$ cat src/sv/rtc_with_timed_power_alarms_macros.svh
// Assertion macros for the real-time clock with timed power alarms.
// Included by the top level; relies on clk and rst_n in the including scope.
`ifndef RTC_WITH_TIMED_POWER_ALARMS_MACROS_SVH
`define RTC_WITH_TIMED_POWER_ALARMS_MACROS_SVH

// Check that a condition holds at every clock edge out of reset.
`define RTCPA_ASSERT_ALWAYS(label, cond) \
    label: assert property (@(posedge clk) disable iff (!rst_n) (cond)) \
        else $error("rtcpa: invariant violated");

// Check that a condition implies a consequence in the following cycle.
`define RTCPA_ASSERT_NEXT(label, ante, cons) \
    label: assert property (@(posedge clk) disable iff (!rst_n) (ante) |=> (cons)) \
        else $error("rtcpa: sequence violated");

`endif

$ cat src/sv/rtcpa_pkg.sv
// Package for the real-time clock with timed power alarms.
// Holds request/response structs, operation codes and reset constants; no dependencies.
package rtcpa_pkg;

    typedef enum logic [1:0] {
        OP_TICK      = 2'd0,
        OP_SET_CLOCK = 2'd1,
        OP_SET_POWER = 2'd2
    } op_t;

    typedef enum logic [2:0] {
        CFG_MODE_24_HOUR   = 3'd0,
        CFG_ALARM_ENABLES  = 3'd1,
        CFG_LEFT_ON_TIME   = 3'd2,
        CFG_LEFT_OFF_TIME  = 3'd3,
        CFG_RIGHT_ON_TIME  = 3'd4,
        CFG_RIGHT_OFF_TIME = 3'd5
    } cfg_index_t;

    // Bit positions inside alarm_enables
    localparam int unsigned EN_LEFT_ON   = 0;
    localparam int unsigned EN_LEFT_OFF  = 1;
    localparam int unsigned EN_RIGHT_ON  = 2;
    localparam int unsigned EN_RIGHT_OFF = 3;

    localparam int unsigned CFG_DATA_W = 12;

    localparam logic [5:0]  MAX_MIN_SEC    = 6'd59;
    localparam logic [4:0]  MAX_HOUR_12    = 5'd12;
    localparam logic [4:0]  MAX_HOUR_24    = 5'd23;
    localparam logic [4:0]  RESET_HOUR     = 5'd12;
    localparam logic [11:0] RESET_ON_TIME  = 12'd2669;
    localparam logic [11:0] RESET_OFF_TIME = 12'd414;

    typedef struct packed {
        logic [1:0] operation;
        logic [4:0] set_hours;
        logic [5:0] set_minutes;
        logic [5:0] set_seconds;
        logic       set_pm;
        logic       side;
        logic       power_value;
    } req_t;

    typedef struct packed {
        logic [4:0] hours;
        logic [5:0] minutes;
        logic [5:0] seconds;
        logic       pm_flag;
        logic       left_power;
        logic       right_power;
        logic       left_changed;
        logic       right_changed;
    } rsp_t;

endpackage

$ cat src/sv/rtc_with_timed_power_alarms.sv
// Real-time clock with four timed power alarms: top level.
// Depends on rtcpa_pkg and rtc_with_timed_power_alarms_macros.svh.
//
// Usage:
//   A request (req_data, req_valid/req_ready) is a one-second tick, a clock
//   set or a manual power set for one side. Each request yields exactly one
//   response (rsp_data, rsp_valid/rsp_ready) with the time, both powers and
//   change flags. Alarms are evaluated only after a tick.
//   A request passes two register stages (request register, response register)
//   before its response is shown on rsp_data.
//   Throughput: one request per cycle; the clock update and the four alarm
//   compares sit in one short combinational step between the two registers.
//   When the receiver stalls, the response register holds and the request
//   register holds one more request; req_ready then drops.
//   Configuration: cfg_we writes register cfg_index from cfg_wdata at once;
//   write only while no request is in flight.
//   Reset (rst_n low, asynchronous): time 12:00:00 pm, 12-hour mode, both
//   powers off, alarms disabled, alarm times at their defaults, no request
//   or response pending.
`include "rtc_with_timed_power_alarms_macros.svh"

module rtc_with_timed_power_alarms (
    input  logic                            clk,
    input  logic                            rst_n,
    input  logic                            req_valid,
    output logic                            req_ready,
    input  rtcpa_pkg::req_t                 req_data,
    output logic                            rsp_valid,
    input  logic                            rsp_ready,
    output rtcpa_pkg::rsp_t                 rsp_data,
    input  logic                            cfg_we,
    input  logic [2:0]                      cfg_index,
    input  logic [rtcpa_pkg::CFG_DATA_W-1:0] cfg_wdata
);

    // Configuration registers
    logic        mode_24_hour_reg;
    logic [3:0]  alarm_enables_reg;
    logic [11:0] left_on_time_reg;
    logic [11:0] left_off_time_reg;
    logic [11:0] right_on_time_reg;
    logic [11:0] right_off_time_reg;

    // Clock and power state
    logic [4:0] hour_reg,   hour_next;
    logic [5:0] minute_reg, minute_next;
    logic [5:0] second_reg, second_next;
    logic       pm_reg,     pm_next;
    logic       left_reg,   left_next;
    logic       right_reg,  right_next;

    // Pipeline registers
    logic             pend_reg;
    rtcpa_pkg::req_t  req_reg;
    logic             rsp_valid_reg;
    rtcpa_pkg::rsp_t  rsp_reg;

    logic advance;
    logic fire;

    // Tick arithmetic
    logic [6:0] sec_inc;
    logic [6:0] min_inc;
    logic [5:0] hour_inc;
    logic [4:0] tick_hour;
    logic [5:0] tick_min;
    logic [5:0] tick_sec;
    logic       tick_pm;

    // Clock set clamping
    logic [4:0] set_hour;
    logic [5:0] set_min;
    logic [5:0] set_sec;

    function automatic logic alarm_hit(
        input logic        en,
        input logic [11:0] when_time,
        input logic [4:0]  hr,
        input logic [5:0]  mn,
        input logic [5:0]  sc,
        input logic        pm,
        input logic        mode24
    );
        alarm_hit = en && (sc == 6'd0) && (when_time[5:0] == mn)
                    && (when_time[10:6] == hr) && (mode24 || (when_time[11] == pm));
    endfunction

    assign advance   = !rsp_valid_reg || rsp_ready;
    assign fire      = pend_reg && advance;
    assign req_ready = !pend_reg || advance;
    assign rsp_valid = rsp_valid_reg;
    assign rsp_data  = rsp_reg;

    // Configuration writes
    always_ff @(posedge clk or negedge rst_n)
    begin
        if (!rst_n)
        begin
            mode_24_hour_reg   <= 1'b0;
            alarm_enables_reg  <= 4'd0;
            left_on_time_reg   <= rtcpa_pkg::RESET_ON_TIME;
            left_off_time_reg  <= rtcpa_pkg::RESET_OFF_TIME;
            right_on_time_reg  <= rtcpa_pkg::RESET_ON_TIME;
            right_off_time_reg <= rtcpa_pkg::RESET_OFF_TIME;
        end
        else if (cfg_we)
        begin
            case (cfg_index)
                rtcpa_pkg::CFG_MODE_24_HOUR:   mode_24_hour_reg   <= cfg_wdata[0];
                rtcpa_pkg::CFG_ALARM_ENABLES:  alarm_enables_reg  <= cfg_wdata[3:0];
                rtcpa_pkg::CFG_LEFT_ON_TIME:   left_on_time_reg   <= cfg_wdata[11:0];
                rtcpa_pkg::CFG_LEFT_OFF_TIME:  left_off_time_reg  <= cfg_wdata[11:0];
                rtcpa_pkg::CFG_RIGHT_ON_TIME:  right_on_time_reg  <= cfg_wdata[11:0];
                rtcpa_pkg::CFG_RIGHT_OFF_TIME: right_off_time_reg <= cfg_wdata[11:0];
                default: ;
            endcase
        end
    end

    // Advance one second with minute and hour rollover
    always_comb
    begin
        sec_inc   = {1'b0, second_reg} + 7'd1;
        min_inc   = {1'b0, minute_reg} + 7'd1;
        hour_inc  = {1'b0, hour_reg} + 6'd1;
        tick_sec  = sec_inc[5:0];
        tick_min  = minute_reg;
        tick_hour = hour_reg;
        tick_pm   = pm_reg;
        if (sec_inc > {1'b0, rtcpa_pkg::MAX_MIN_SEC})
        begin
            tick_sec = 6'd0;
            tick_min = min_inc[5:0];
            if (min_inc > {1'b0, rtcpa_pkg::MAX_MIN_SEC})
            begin
                tick_min = 6'd0;
                if (mode_24_hour_reg)
                begin
                    tick_hour = (hour_inc > {1'b0, rtcpa_pkg::MAX_HOUR_24}) ?
                                5'd0 : hour_inc[4:0];
                end
                else
                begin
                    tick_hour = (hour_inc > {1'b0, rtcpa_pkg::MAX_HOUR_12}) ?
                                5'd1 : hour_inc[4:0];
                    // Hour reaching twelve flips am/pm
                    if (tick_hour == rtcpa_pkg::MAX_HOUR_12)
                        tick_pm = !pm_reg;
                end
            end
        end
    end

    // Clamp a clock set to the limits of the current mode
    always_comb
    begin
        set_hour = req_reg.set_hours;
        if (mode_24_hour_reg)
        begin
            if (set_hour > rtcpa_pkg::MAX_HOUR_24)
                set_hour = rtcpa_pkg::MAX_HOUR_24;
        end
        else
        begin
            if (set_hour > rtcpa_pkg::MAX_HOUR_12)
                set_hour = rtcpa_pkg::MAX_HOUR_12;
            if (set_hour == 5'd0)
                set_hour = 5'd1;
        end
        set_min = (req_reg.set_minutes > rtcpa_pkg::MAX_MIN_SEC) ?
                  rtcpa_pkg::MAX_MIN_SEC : req_reg.set_minutes;
        set_sec = (req_reg.set_seconds > rtcpa_pkg::MAX_MIN_SEC) ?
                  rtcpa_pkg::MAX_MIN_SEC : req_reg.set_seconds;
    end

    // Next state for the request held in the request register
    always_comb
    begin
        hour_next   = hour_reg;
        minute_next = minute_reg;
        second_next = second_reg;
        pm_next     = pm_reg;
        left_next   = left_reg;
        right_next  = right_reg;
        if (fire)
        begin
            case (req_reg.operation)
                rtcpa_pkg::OP_TICK:
                begin
                    hour_next   = tick_hour;
                    minute_next = tick_min;
                    second_next = tick_sec;
                    pm_next     = tick_pm;
                    // Off alarms are checked last so they win
                    if (alarm_hit(alarm_enables_reg[rtcpa_pkg::EN_LEFT_ON], left_on_time_reg,
                                  tick_hour, tick_min, tick_sec, tick_pm, mode_24_hour_reg))
                        left_next = 1'b1;
                    if (alarm_hit(alarm_enables_reg[rtcpa_pkg::EN_RIGHT_ON], right_on_time_reg,
                                  tick_hour, tick_min, tick_sec, tick_pm, mode_24_hour_reg))
                        right_next = 1'b1;
                    if (alarm_hit(alarm_enables_reg[rtcpa_pkg::EN_LEFT_OFF], left_off_time_reg,
                                  tick_hour, tick_min, tick_sec, tick_pm, mode_24_hour_reg))
                        left_next = 1'b0;
                    if (alarm_hit(alarm_enables_reg[rtcpa_pkg::EN_RIGHT_OFF], right_off_time_reg,
                                  tick_hour, tick_min, tick_sec, tick_pm, mode_24_hour_reg))
                        right_next = 1'b0;
                end
                rtcpa_pkg::OP_SET_CLOCK:
                begin
                    hour_next   = set_hour;
                    minute_next = set_min;
                    second_next = set_sec;
                    pm_next     = req_reg.set_pm;
                end
                rtcpa_pkg::OP_SET_POWER:
                begin
                    if (req_reg.side)
                        right_next = req_reg.power_value;
                    else
                        left_next = req_reg.power_value;
                end
                default: ;
            endcase
        end
    end

    // Clock and power state
    always_ff @(posedge clk or negedge rst_n)
    begin
        if (!rst_n)
        begin
            hour_reg   <= rtcpa_pkg::RESET_HOUR;
            minute_reg <= 6'd0;
            second_reg <= 6'd0;
            pm_reg     <= 1'b1;
            left_reg   <= 1'b0;
            right_reg  <= 1'b0;
        end
        else
        begin
            hour_reg   <= hour_next;
            minute_reg <= minute_next;
            second_reg <= second_next;
            pm_reg     <= pm_next;
            left_reg   <= left_next;
            right_reg  <= right_next;
        end
    end

    // Handshake control
    always_ff @(posedge clk or negedge rst_n)
    begin
        if (!rst_n)
        begin
            pend_reg      <= 1'b0;
            rsp_valid_reg <= 1'b0;
        end
        else
        begin
            if (req_ready)
                pend_reg <= req_valid;
            if (advance)
                rsp_valid_reg <= pend_reg;
        end
    end

    // Payload registers
    always_ff @(posedge clk)
    begin
        if (req_valid && req_ready)
            req_reg <= req_data;
        if (fire)
        begin
            rsp_reg.hours         <= hour_next;
            rsp_reg.minutes       <= minute_next;
            rsp_reg.seconds       <= second_next;
            rsp_reg.pm_flag       <= pm_next;
            rsp_reg.left_power    <= left_next;
            rsp_reg.right_power   <= right_next;
            rsp_reg.left_changed  <= left_next != left_reg;
            rsp_reg.right_changed <= right_next != right_reg;
        end
    end

    `RTCPA_ASSERT_ALWAYS(a_time_in_range,
        (second_reg <= rtcpa_pkg::MAX_MIN_SEC) && (minute_reg <= rtcpa_pkg::MAX_MIN_SEC))
    `RTCPA_ASSERT_NEXT(a_pend_held_on_stall, pend_reg && !advance, pend_reg)
    `RTCPA_ASSERT_NEXT(a_tick_counts_second,
        fire && (req_reg.operation == rtcpa_pkg::OP_TICK) && (second_reg < 6'd59),
        second_reg == $past(second_reg) + 6'd1)

endmodule
$ cat config.mk
export PLATFORM = sky130hd
export DESIGN_NAME = rtc_with_timed_power_alarms
export DESIGN_NICKNAME = d
export VERILOG_FILES = /design/src/sv/rtcpa_pkg.sv /design/src/sv/rtc_with_timed_power_alarms.sv
export VERILOG_INCLUDE_DIRS = /design/src /design/src/sv
export SDC_FILE = /design/constraint.sdc
export NUM_CORES = 1
export LEC_CHECK = 0
export ABC_AREA = 1
export ABC_CLOCK_PERIOD_IN_PS = 3100
export BUFFER_PORTS_ARGS = -buffer_cell sky130_fd_sc_hd__clkbuf_2
export CAP_MARGIN = 20
export CORE_MARGIN = 2
export CORE_UTILIZATION = 45
export DETAILED_ROUTE_END_ITERATION = 8
export PLACE_DENSITY = 0.76
export SYNTH_ARGS = -nofsm -noshare
export SYNTH_HDL_FRONTEND = slang
export SYNTH_SLANG_ARGS = --single-unit
$ cat constraint.sdc
create_clock -name clk -period 3.1 [get_ports clk]
set_input_delay 0.155 -clock clk [delete_from_list [all_inputs] [get_ports clk]]
set_output_delay 0.155 -clock clk [all_outputs]
set_load 0.01 [all_outputs]
==> results of run 1 <==
path summary, 6_finish.rpt:
kind / start / end / slack [ns]
max in group asynchronous: rst_n / right_off_time_reg[8]$_DFFE_PN1P_ / 2.13
hold / removal: cfg_wdata[4] / left_off_time_reg[4]$_DFFE_PN1P_ / 0.02
hold reg to reg: alarm_enables_reg[1]$_DFFE_PN0P_ / alarm_enables_reg[1]$_DFFE_PN0P_ / 0.48
setup / recovery: second_reg[0]$_DFF_PN0_ / rsp_data[2]$_DFFE_PP_ / 0.11
min in group asynchronous: rst_n / second_reg[2]$_DFF_PN0_ / 0.16
setup reg to reg: second_reg[0]$_DFF_PN0_ / rsp_data[2]$_DFFE_PP_ / 0.11
per-layer routing:
layer | vias to the layer above | global-route usage (%) | part of all wire (%)
met5 | - | 0 | 0
met3 | 33 | 5.72 | 6.1
met4 | 0 | 9.34 | 2.5
met2 | 234 | 36.1 | 46
li1 | 2902 | - | -
met1 | 2778 | 30.2 | 45
layout make-up:
| cell class | instances | share of cell area [%] |
|---|---|---|
| sequential | 119 | 38.9 |
| multi-input combinational | 571 | 35.2 |
| inverter | 96 | 4.33 |
| tap | 180 | 2.70 |
| clock buffer | 19 | 5.20 |
| clock inverter | 13 | 2.16 |
| timing repair buffer | 140 | 11.6 |
cell families (layout without fill, tap and decap cells):
group	count (synthesis)	after routing	synth area share [%]
AND/OR/NAND/NOR	434	435	29.8
buffers and inverters	116	268	7.38
adder cells (fa/ha/maj)	7	7	1.35
XOR/XNOR	13	13	1.75
flip-flops	119	119	49.8
AO/OA/AOI/OAI	116	116	9.89
worst max-delay path: stages, from the launching register on:
cell	delay, ns
dfrtp_1	0.43
ha_2	0.22
nand2_2	0.06
o21ai_1	0.15
nand2_2	0.08
inv_2	0.09
nand2_2	0.07
nor2_4	0.14
inv_2	0.06
nand2_4	0.09
buf_4	0.16
nand2_2	0.09
nand2_4	0.09
xor2_1	0.16
nand2_1	0.06
nor2_1	0.09
buf_4	0.11
nand2_1	0.06
nor2_2	0.13
nor2_1	0.05
nand2_1	0.11
nand2_2	0.06
o21a_1	0.14
synth_stat cells, drive strengths merged:
cell	instances	area share (%)
dfrtp	46	18
nor4	3	0.29
o2111ai	1	0.13
a21oi	11	1.2
o41ai	1	0.13
ha	7	1.3
o32ai	2	0.27
dfstp	29	12
nor2	60	3.7
clkbuf	13	0.75
o21a	1	0.12
edfxtp	44	20
a31oi	1	0.096
nand4	9	0.87
inv	94	5.4
nand3b	13	1.5
nand3	61	5.4
nor3	2	0.15
xnor2	6	0.81
clkinv	2	0.12
o21ai	90	6.9
nand2	283	18
buf	7	1.1
xor2	7	0.94
or2	3	0.29
a22o	1	0.13
o31ai	2	0.23
o22ai	4	0.39
a211oi	1	0.12
a2bb2oi	1	0.13
timing repair:
action | 4_1_cts | 5_1_grt
pin swaps | 0 | 19
resized for setup | 5 | 42
hold endpoints to repair | 33 | 0
hold buffers | 25 | 0
setup buffers | 0 | 24
gates cloned | 0 | 1
setup endpoints to repair | 3 | 6
metrics by stage:
stage	TNS [ns]	instances	hold slack, ns
final	0	1138	0.0223
after global routing	-0.275	1138	0.0455
after CTS	0	1113	0.00617
after detailed placement	0	1056	0.0556
after global placement	0	1056	0.0512
after floorplan	0	805	-0.141
power by group:
part | switching [mW] | leakage (nW) | internal, mW
Combinational | 1.48 | 2.32 | 0.969
Clock | 0.709 | 0.293 | 1.34
Sequential | 0.297 | 1.30 | 2.08
==> results_dict.tcl, run 1 <==
set metrics [dict create \
    outcome "complete, no violations" \
    grt_overflow_total 0 \
    path_clk_slew_ns 0.06 \
    ff2ff_path_depth 22 \
    clock_path_buffers 2 \
    final_common_cell "nand2_1" \
    fmax_mhz 335 \
    finalInstanceArea_sq_um 8330 \
    fin_total_pwr_mw 6.88 \
    n_antenna_cell 0 \
    drc 0 \
    ys_ff_latch 119 \
    worst-setup-path-type "reg2reg" \
    row_count 43 \
    finalSetupViolations 0 \
    dp_slack_ns 0.000625 \
    viasPerCell 5.23 \
    end_kind "flip-flop" \
    multi_input_area_sq_um 2930 \
    grt_max_degree 40 \
    globalplace.congestion 0.915 \
    placed_area_sq_um 7130 \
    cp_data_required_time_ns 3.27 \
    cp-start-kind "flip-flop" \
    cts_sinks 119 \
    drt_first_iter_violations 397 \
    slew_viol_final 0 \
    floorplan.initialDensity_pct 46.4 \
    antenna_found_initial 0 \
    vdd_ir_drop_max_mv 0.461 \
    grt_pass1_vias 5498 \
    cts_tree "yes" \
    period_needed_ns 2.99 \
    mostFrequentLayoutCells "244 x nand2_1, 89 x inv_1, 87 x o21ai_0" \
    setup_ws_ns 0.111 \
    clockRootBuffer "clkbuf_16" \
    yosysWarnings 0 \
    port_buffers 65 \
    ys_types 42 \
    die_h_microns 124 \
    nFillCells 1199 \
    ctsHtreeMaxLevel 4 \
    grt_pass1_wl_microns 26800 \
    synthesis.area_sq_um 6490 \
    syn_inst 805 \
    num-nets-final 994 \
    grt_usage_pct 22.9 \
    drv_cap 0 \
    fp.dieW_microns 124 \
    clk_latency_ns 0.42 \
    grt_setup_unrepaired "yes" \
    num_io_pins 66 \
    max_slew_margin_pct 33.4 \
    ant_nets 0 \
    dp_hpwl_microns 11700 \
    hp-class "in2reg" \
    core-area_sq_um 14000 \
    die-area_sq_um 15400 \
    area_delta_synth_final_pct 28.3 \
    first_pass_iters 5 \
    power_density_nw_per_um2 826 \
    avgSynthCellArea_sq_um 8.06 \
    ff_latch_area_sq_um 3240 \
    cts_made_buffers 17 \
    p_leak_nw 3.92 \
    yosysSeqAreaShare_pct 49.8 \
    skew_ns 0.00772 \
    via_count 5947 \
    synth_fp_nets 854 \
    hold_viol 0 \
    tightest_slew_ns 0.997 \
    wl_per_cell_microns 15.3 \
    period_share_pct 96.4 \
    wl_microns 17400 \
    hold-path-cell-count 3 \
    worst-path-max-fanout 6 \
    drive_gt1_share_pct 26.2 \
    cp_data_arrival_time_ns 3.16 \
    utilization_pct 59.5 \
]
No activity file was read; power rests on OpenSTA's default activity.
==> run 2, diff against run 1 <==
- CELL_PAD_IN_SITES_DETAIL_PLACEMENT: unset -> 0
- CELL_PAD_IN_SITES_GLOBAL_PLACEMENT: unset -> 1
- CORE_MARGIN: 2 -> unset
- CORE_UTILIZATION: 45 -> 44
- PLACE_DENSITY: 0.76 -> 0.91
==> results_dict.tcl, run 2 (synthesis results as in run 1) <==
set metrics [dict create \
    vdd_ir_drop_max_mv 0.455 \
    cts_sinks 119 \
    outcome "complete, no violations" \
    hold_viol 0 \
    hold-path-cell-count 3 \
    max_slew_margin_pct 36.6 \
    dp_hpwl_microns 11600 \
    p_sw_mw 2.48 \
    drc 0 \
    first_pass_iters 5 \
    core-area_sq_um 14500 \
    clock_path_buffers 2 \
    final_cell_count_no_fill 1138 \
    skew_ns 0.00809 \
    fp.dieW_microns 123 \
    globalplace.congestion 0.879 \
    clkPwrFrac_pct 28.9 \
    die-area_sq_um 15200 \
    grt_usage_pct 22.7 \
    viasPerCell 5.10 \
    num_io_pins 66 \
    n_antenna_cell 0 \
    drt_first_iter_violations 471 \
    grt_setup_unrepaired "yes" \
    share_comb_of_total_power_pct 36.4 \
    grt_pass1_wl_microns 25900 \
    row_count 44 \
    reg2reg_slack_ns 0.03 \
    cp_data_required_time_ns 3.27 \
    utilization_pct 58.6 \
    cp_data_arrival_time_ns 3.24 \
    fmax_mhz 326 \
    cts_made_buffers 17 \
    grt_pass1_vias 5143 \
    die_h_microns 123 \
    pwr-share-seq_pct 34.6 \
    placedCellCount 1055 \
    p_leak_nw 3.92 \
    drive_gt1_share_pct 27.5 \
    clockRootBuffer "clkbuf_16" \
    cp-start-kind "flip-flop" \
    ctsHtreeMaxLevel 4 \
    grt_max_degree 76 \
    switching_share_pct 36.0 \
    fin_total_pwr_mw 6.89 \
    hp-class "in2reg" \
    tightest_slew_ns 0.938 \
    hold_ws_ns 0.000834 \
    period_needed_ns 3.07 \
    placed_area_sq_um 7100 \
    grt_overflow_total 0 \
    setup_ws_ns 0.0289 \
    wl_per_cell_microns 14.9 \
    finalInstanceArea_sq_um 8490 \
    clk_latency_ns 0.42 \
    port_buffers 65 \
    drv_cap 0 \
    setup-tns-final_ns 0 \
    p_int_mw 4.41 \
    worst-setup-path-type "reg2reg" \
    finalSetupViolations 0 \
    worst-path-max-fanout 5 \
    floorplan.initialDensity_pct 44.8 \
    final_common_cell "nand2_1" \
    power_density_nw_per_um2 812 \
    dp_slack_ns -0.0860 \
    num-nets-final 990 \
    period_share_pct 99.1 \
    cts_tree "yes" \
    area_delta_synth_final_pct 30.8 \
    path_clk_slew_ns 0.05 \
    mostFrequentLayoutCells "230 x nand2_1, 88 x inv_1, 87 x o21ai_0" \
    ff2ff_path_depth 15 \
    via_count 5804 \
    ant_nets 0 \
    end_kind "flip-flop" \
    slew_viol_final 0 \
    wl_microns 17000 \
    antenna_found_initial 0 \
]
-- run 2: routing by layer --
| metal | vias to the layer above | global-route usage [%] | wire length, microns |
|---|---|---|---|
| li1 | 2900 | - | - |
| met1 | 2710 | 32.0 | 8100 |
| met2 | 175 | 34.8 | 7740 |
| met3 | 19 | 4.11 | 882 |
| met4 | 0 | 8.13 | 236 |
| met5 | - | 0 | 0 |
-- run 2: power by group through the flow --
stage / combinational (mW) / clock, mW / sequential, mW
after floorplan: 1.49 / 0 / 2.34
after global placement: 2.04 / 0 / 2.38
after detailed placement: 2.06 / 0 / 2.38
after CTS: 2.12 / 2.01 / 2.37
after global routing: 2.81 / 2.09 / 2.43
final: 2.51 / 1.99 / 2.39
-- run 2: path summary, 6_finish.rpt --
kind	start	end
worst max-delay path	second_reg[0]$_DFF_PN0_	rsp_data[2]$_DFFE_PP_
worst min-delay path	cfg_wdata[4]	left_off_time_reg[4]$_DFFE_PN1P_
worst max register to register	second_reg[0]$_DFF_PN0_	rsp_data[2]$_DFFE_PP_
worst min register to register	alarm_enables_reg[1]$_DFFE_PN0P_	alarm_enables_reg[1]$_DFFE_PN0P_
max in group asynchronous	rst_n	left_on_time_reg[3]$_DFFE_PN1P_
min in group asynchronous	rst_n	left_reg$_DFF_PN0_
-- run 2: what timing repair did --
item / in CTS / in global routing
pin swaps: 2 / 38
setup buffers: 3 / 19
gates resized for setup: 4 / 81
setup endpoints to repair: 4 / 6
endpoints found under the hold margin: 70 / 0
gates cloned: 0 / 3
hold buffers: 25 / 0
-- run 2: worst max-delay path, cell delays in order (launching register included) --
cell     delay [ns]
dfrtp_1        0.43
ha_2           0.23
nand2_2        0.07
inv_2          0.11
nor2_4         0.06
o41ai_1        0.82
nand2_1        0.15
nor2_1         0.13
nand3_1        0.11
nor2_2         0.12
nand2_1        0.09
nor2_2         0.12
nor2_1         0.07
nand2_2        0.11
nand2_2        0.06
o21a_1         0.14
-- run 2: final cells by class --
cell class                      count  area, sq um
Multi-Input combinational cell    572         3070
Inverter                           96          363
Clock inverter                     12          158
Fill cell                        1260         5990
Timing Repair Buffer              135          997
Sequential cell                   119         3240
Tap cell                          184          230
Clock buffer                       20          437
==> run 3, diff against run 2 <==
- ABC_AREA: 1 -> unset
- CORE_UTILIZATION: 44 -> 45
- PLACE_DENSITY: 0.91 -> 0.89
==> results_dict.tcl, run 3 <==
set metrics [dict create \
    outcome "complete, but fails checks" \
    violations "setup timing" \
    drv_cap 0 \
    cts_made_buffers 17 \
    ys_ff_latch 119 \
    core-area_sq_um 15900 \
    synth_edf_count 44 \
    row_count 46 \
    ant_nets 0 \
    drt_first_iter_violations 793 \
    finalSetupViolations 6 \
    yosysSeqAreaShare_pct 44.1 \
    worst-setup-path-type "reg2reg" \
    hp-start "cfg_wdata[11]" \
    period_needed_ns 3.35 \
    num-nets-final 1019 \
    slowest_delay_ns 0.42 \
    cp-start-kind "flip-flop" \
    ff2ff_path_depth 14 \
    grt_max_degree 76 \
    hp-class "in2reg" \
    grt_pass1_wl_microns 37900 \
    power_density_nw_per_um2 870 \
    end_kind "flip-flop" \
    setup-tns-final_ns -1.23 \
    reg2reg_from "second_reg[1]$_DFF_PN0_" \
    placed_area_sq_um 8900 \
    final_cell_count_no_fill 1199 \
    ys_types 86 \
    nFillCells 1274 \
    placedCellCount 1114 \
    slew_viol_final 0 \
    cts_sinks 119 \
    skew_ns 0.00496 \
    reg2reg_slack_ns -0.25 \
    period_share_pct 108 \
    fmax_mhz 299 \
    die_h_microns 130 \
    floorplan.initialDensity_pct 46.2 \
    yosys-top-cells-count "63 x nand2_1, 53 x o21ai_0, 49 x mux2_2" \
    finalInstanceArea_sq_um 10400 \
    antenna_found_initial 0 \
    clockRootBuffer "clkbuf_16" \
    area_delta_synth_final_pct 41.3 \
    syn_inst 742 \
    wl_per_cell_microns 20.7 \
    cp_data_required_time_ns 3.36 \
    vdd_ir_drop_max_mv 0.509 \
    ctsHtreeMaxLevel 4 \
    via_count 7153 \
    yosys-top-cells-area "edfxtp_1 18%, dfrtp_1 16%, dfstp_2 10%" \
    yosysTopAreaCell "edfxtp_1" \
    port_buffers 65 \
    clk_latency_ns 0.42 \
    rr_endpoint "rsp_data[1]$_DFFE_PP_" \
    cts_tree "yes" \
    fin_total_pwr_mw 9.02 \
    slowest_stage "dfrtp_2" \
    final_common_cell "buf_4" \
    synth_top_area_share_pct 18.0 \
    yosysWarnings 0 \
    grt_setup_unrepaired "yes" \
    first_pass_iters 5 \
    worst-path-max-fanout 6 \
    hold_viol 0 \
    clock_path_buffers 2 \
    die-area_sq_um 16800 \
    dp_hpwl_microns 16900 \
    drc 0 \
    cp_data_arrival_time_ns 3.61 \
    avgSynthCellArea_sq_um 9.89 \
    n_antenna_cell 0 \
    num_io_pins 66 \
    synth-main-ff-cell "dfrtp_1" \
    p_leak_nw 4.22 \
    async_flop_share_pct 63.0 \
    max_slew_margin_pct 30.0 \
    crit_top_cell "buf_6" \
    path_clk_slew_ns 0.06 \
    viasPerCell 5.97 \
    grt_usage_pct 30.4 \
    synthesis.area_sq_um 7340 \
    worstHoldEndpoint "left_off_time_reg[11]$_DFFE_PN0P_" \
    worstPathCellList "buf_6, nand4_4, or3_4, a22o_4, buf_6, o211ai_4, buf_6, or3_4, a21oi_2, a311o_1, nor4_2, and4_4, nand3b_1, a31oi_1" \
    mostFrequentLayoutCells "154 x buf_4, 64 x clkbuf_2, 61 x nand2_1" \
    drive_gt1_share_pct 43.6 \
    synth_most_common_cell "nand2_1" \
    grt_pass1_vias 6904 \
    hold-path-cell-count 2 \
    globalplace.congestion 0.988 \
    grt_overflow_total 0 \
    fp.dieW_microns 130 \
    tightest_slew_ns 1.05 \
    wl_microns 24800 \
    setup_ws_ns -0.249 \
    synth_fp_nets 791 \
]
[run 3: worst max path at each step]
stage | from | endpoint | slack, ns | depth (start not counted)
5_1_grt | second_reg[1]$_DFF_PN0_ | right_reg$_DFF_PN0_ | -0.37 | 16
6_report | second_reg[1]$_DFF_PN0_ | rsp_data[1]$_DFFE_PP_ | -0.25 | 14
4_1_cts | second_reg[1]$_DFF_PN0_ | rsp_data[2]$_DFFE_PP_ | -0.15 | 14
3_5_place_dp | second_reg[1]$_DFF_PN0_ | rsp_data[2]$_DFFE_PP_ | -0.37 | 14
2_1_floorplan | second_reg[0]$_DFF_PN0_ | rsp_data[2]$_DFFE_PP_ | -0.1 | 14
3_3_place_gp | second_reg[1]$_DFF_PN0_ | rsp_data[2]$_DFFE_PP_ | -0.27 | 13
[run 3: layer usage]
layer,track usage [%],vias to the layer above,routed length (microns)
met1,41.4,3487,10700
met5,0,-,0
met3,5.49,80,1850
li1,-,3248,-
met4,14.0,0,887
met2,47.1,338,11400
[run 3: repair_timing]
action / CTS / global route
hold buffers: 26 / 0
gates cloned: 2 / 0
setup buffers: 16 / 9
pin swaps: 18 / 13
resized for setup: 70 / 30
endpoints found under the setup margin: 6 / 6
hold endpoints to repair: 72 / 0
[run 3: layout make-up]
class / instances / area [sq um] / area share, %
clock buffers: 18 / 429 / 4.14
clock inverters: 14 / 134 / 1.29
inverters: 24 / 92.6 / 0.893
multi-input cells: 549 / 4290 / 41.4
flip-flops and latches: 119 / 3240 / 31.2
well taps: 216 / 270 / 2.61
repair buffers: 259 / 1910 / 18.5
[run 3: where the power goes]
group	total (mW)	switching (mW)	internal [mW]	leakage (nW)
combinational	4.71	2.41	2.30	2.68
clock	1.88	0.713	1.17	0.265
sequential	2.43	0.387	2.04	1.27
total	9.02	3.51	5.51	4.22
[run 3: critical path: cells and delay by family (launching register included)]
family,cells,cell delay (ns)
AOI/OAI and AO/OA,5,1.16
buffers and inverters,3,0.43
DFF,1,0.42
and+or+nand+nor,6,1.16
[run 3: kinds of logic after synthesis]
logic type	share of synthesized area, %
simple gates	17.2
flops	44.1
fa+ha+maj	1.19
xor+xnor	5.03
compound gates	19.2
mux	8.95
buf+inv	4.38
[run 3: metrics by stage]
step	setup WS, ns	hold WS [ns]	utilization (%)
3_5_place_dp	-0.367	0.334	56.0
3_3_place_gp	-0.272	0.333	56.0
2_1_floorplan	-0.0971	-0.141	-
5_1_grt	-0.375	0.0351	65.3
4_1_cts	-0.146	0.0188	64.0
6_report	-0.249	0.0191	65.3
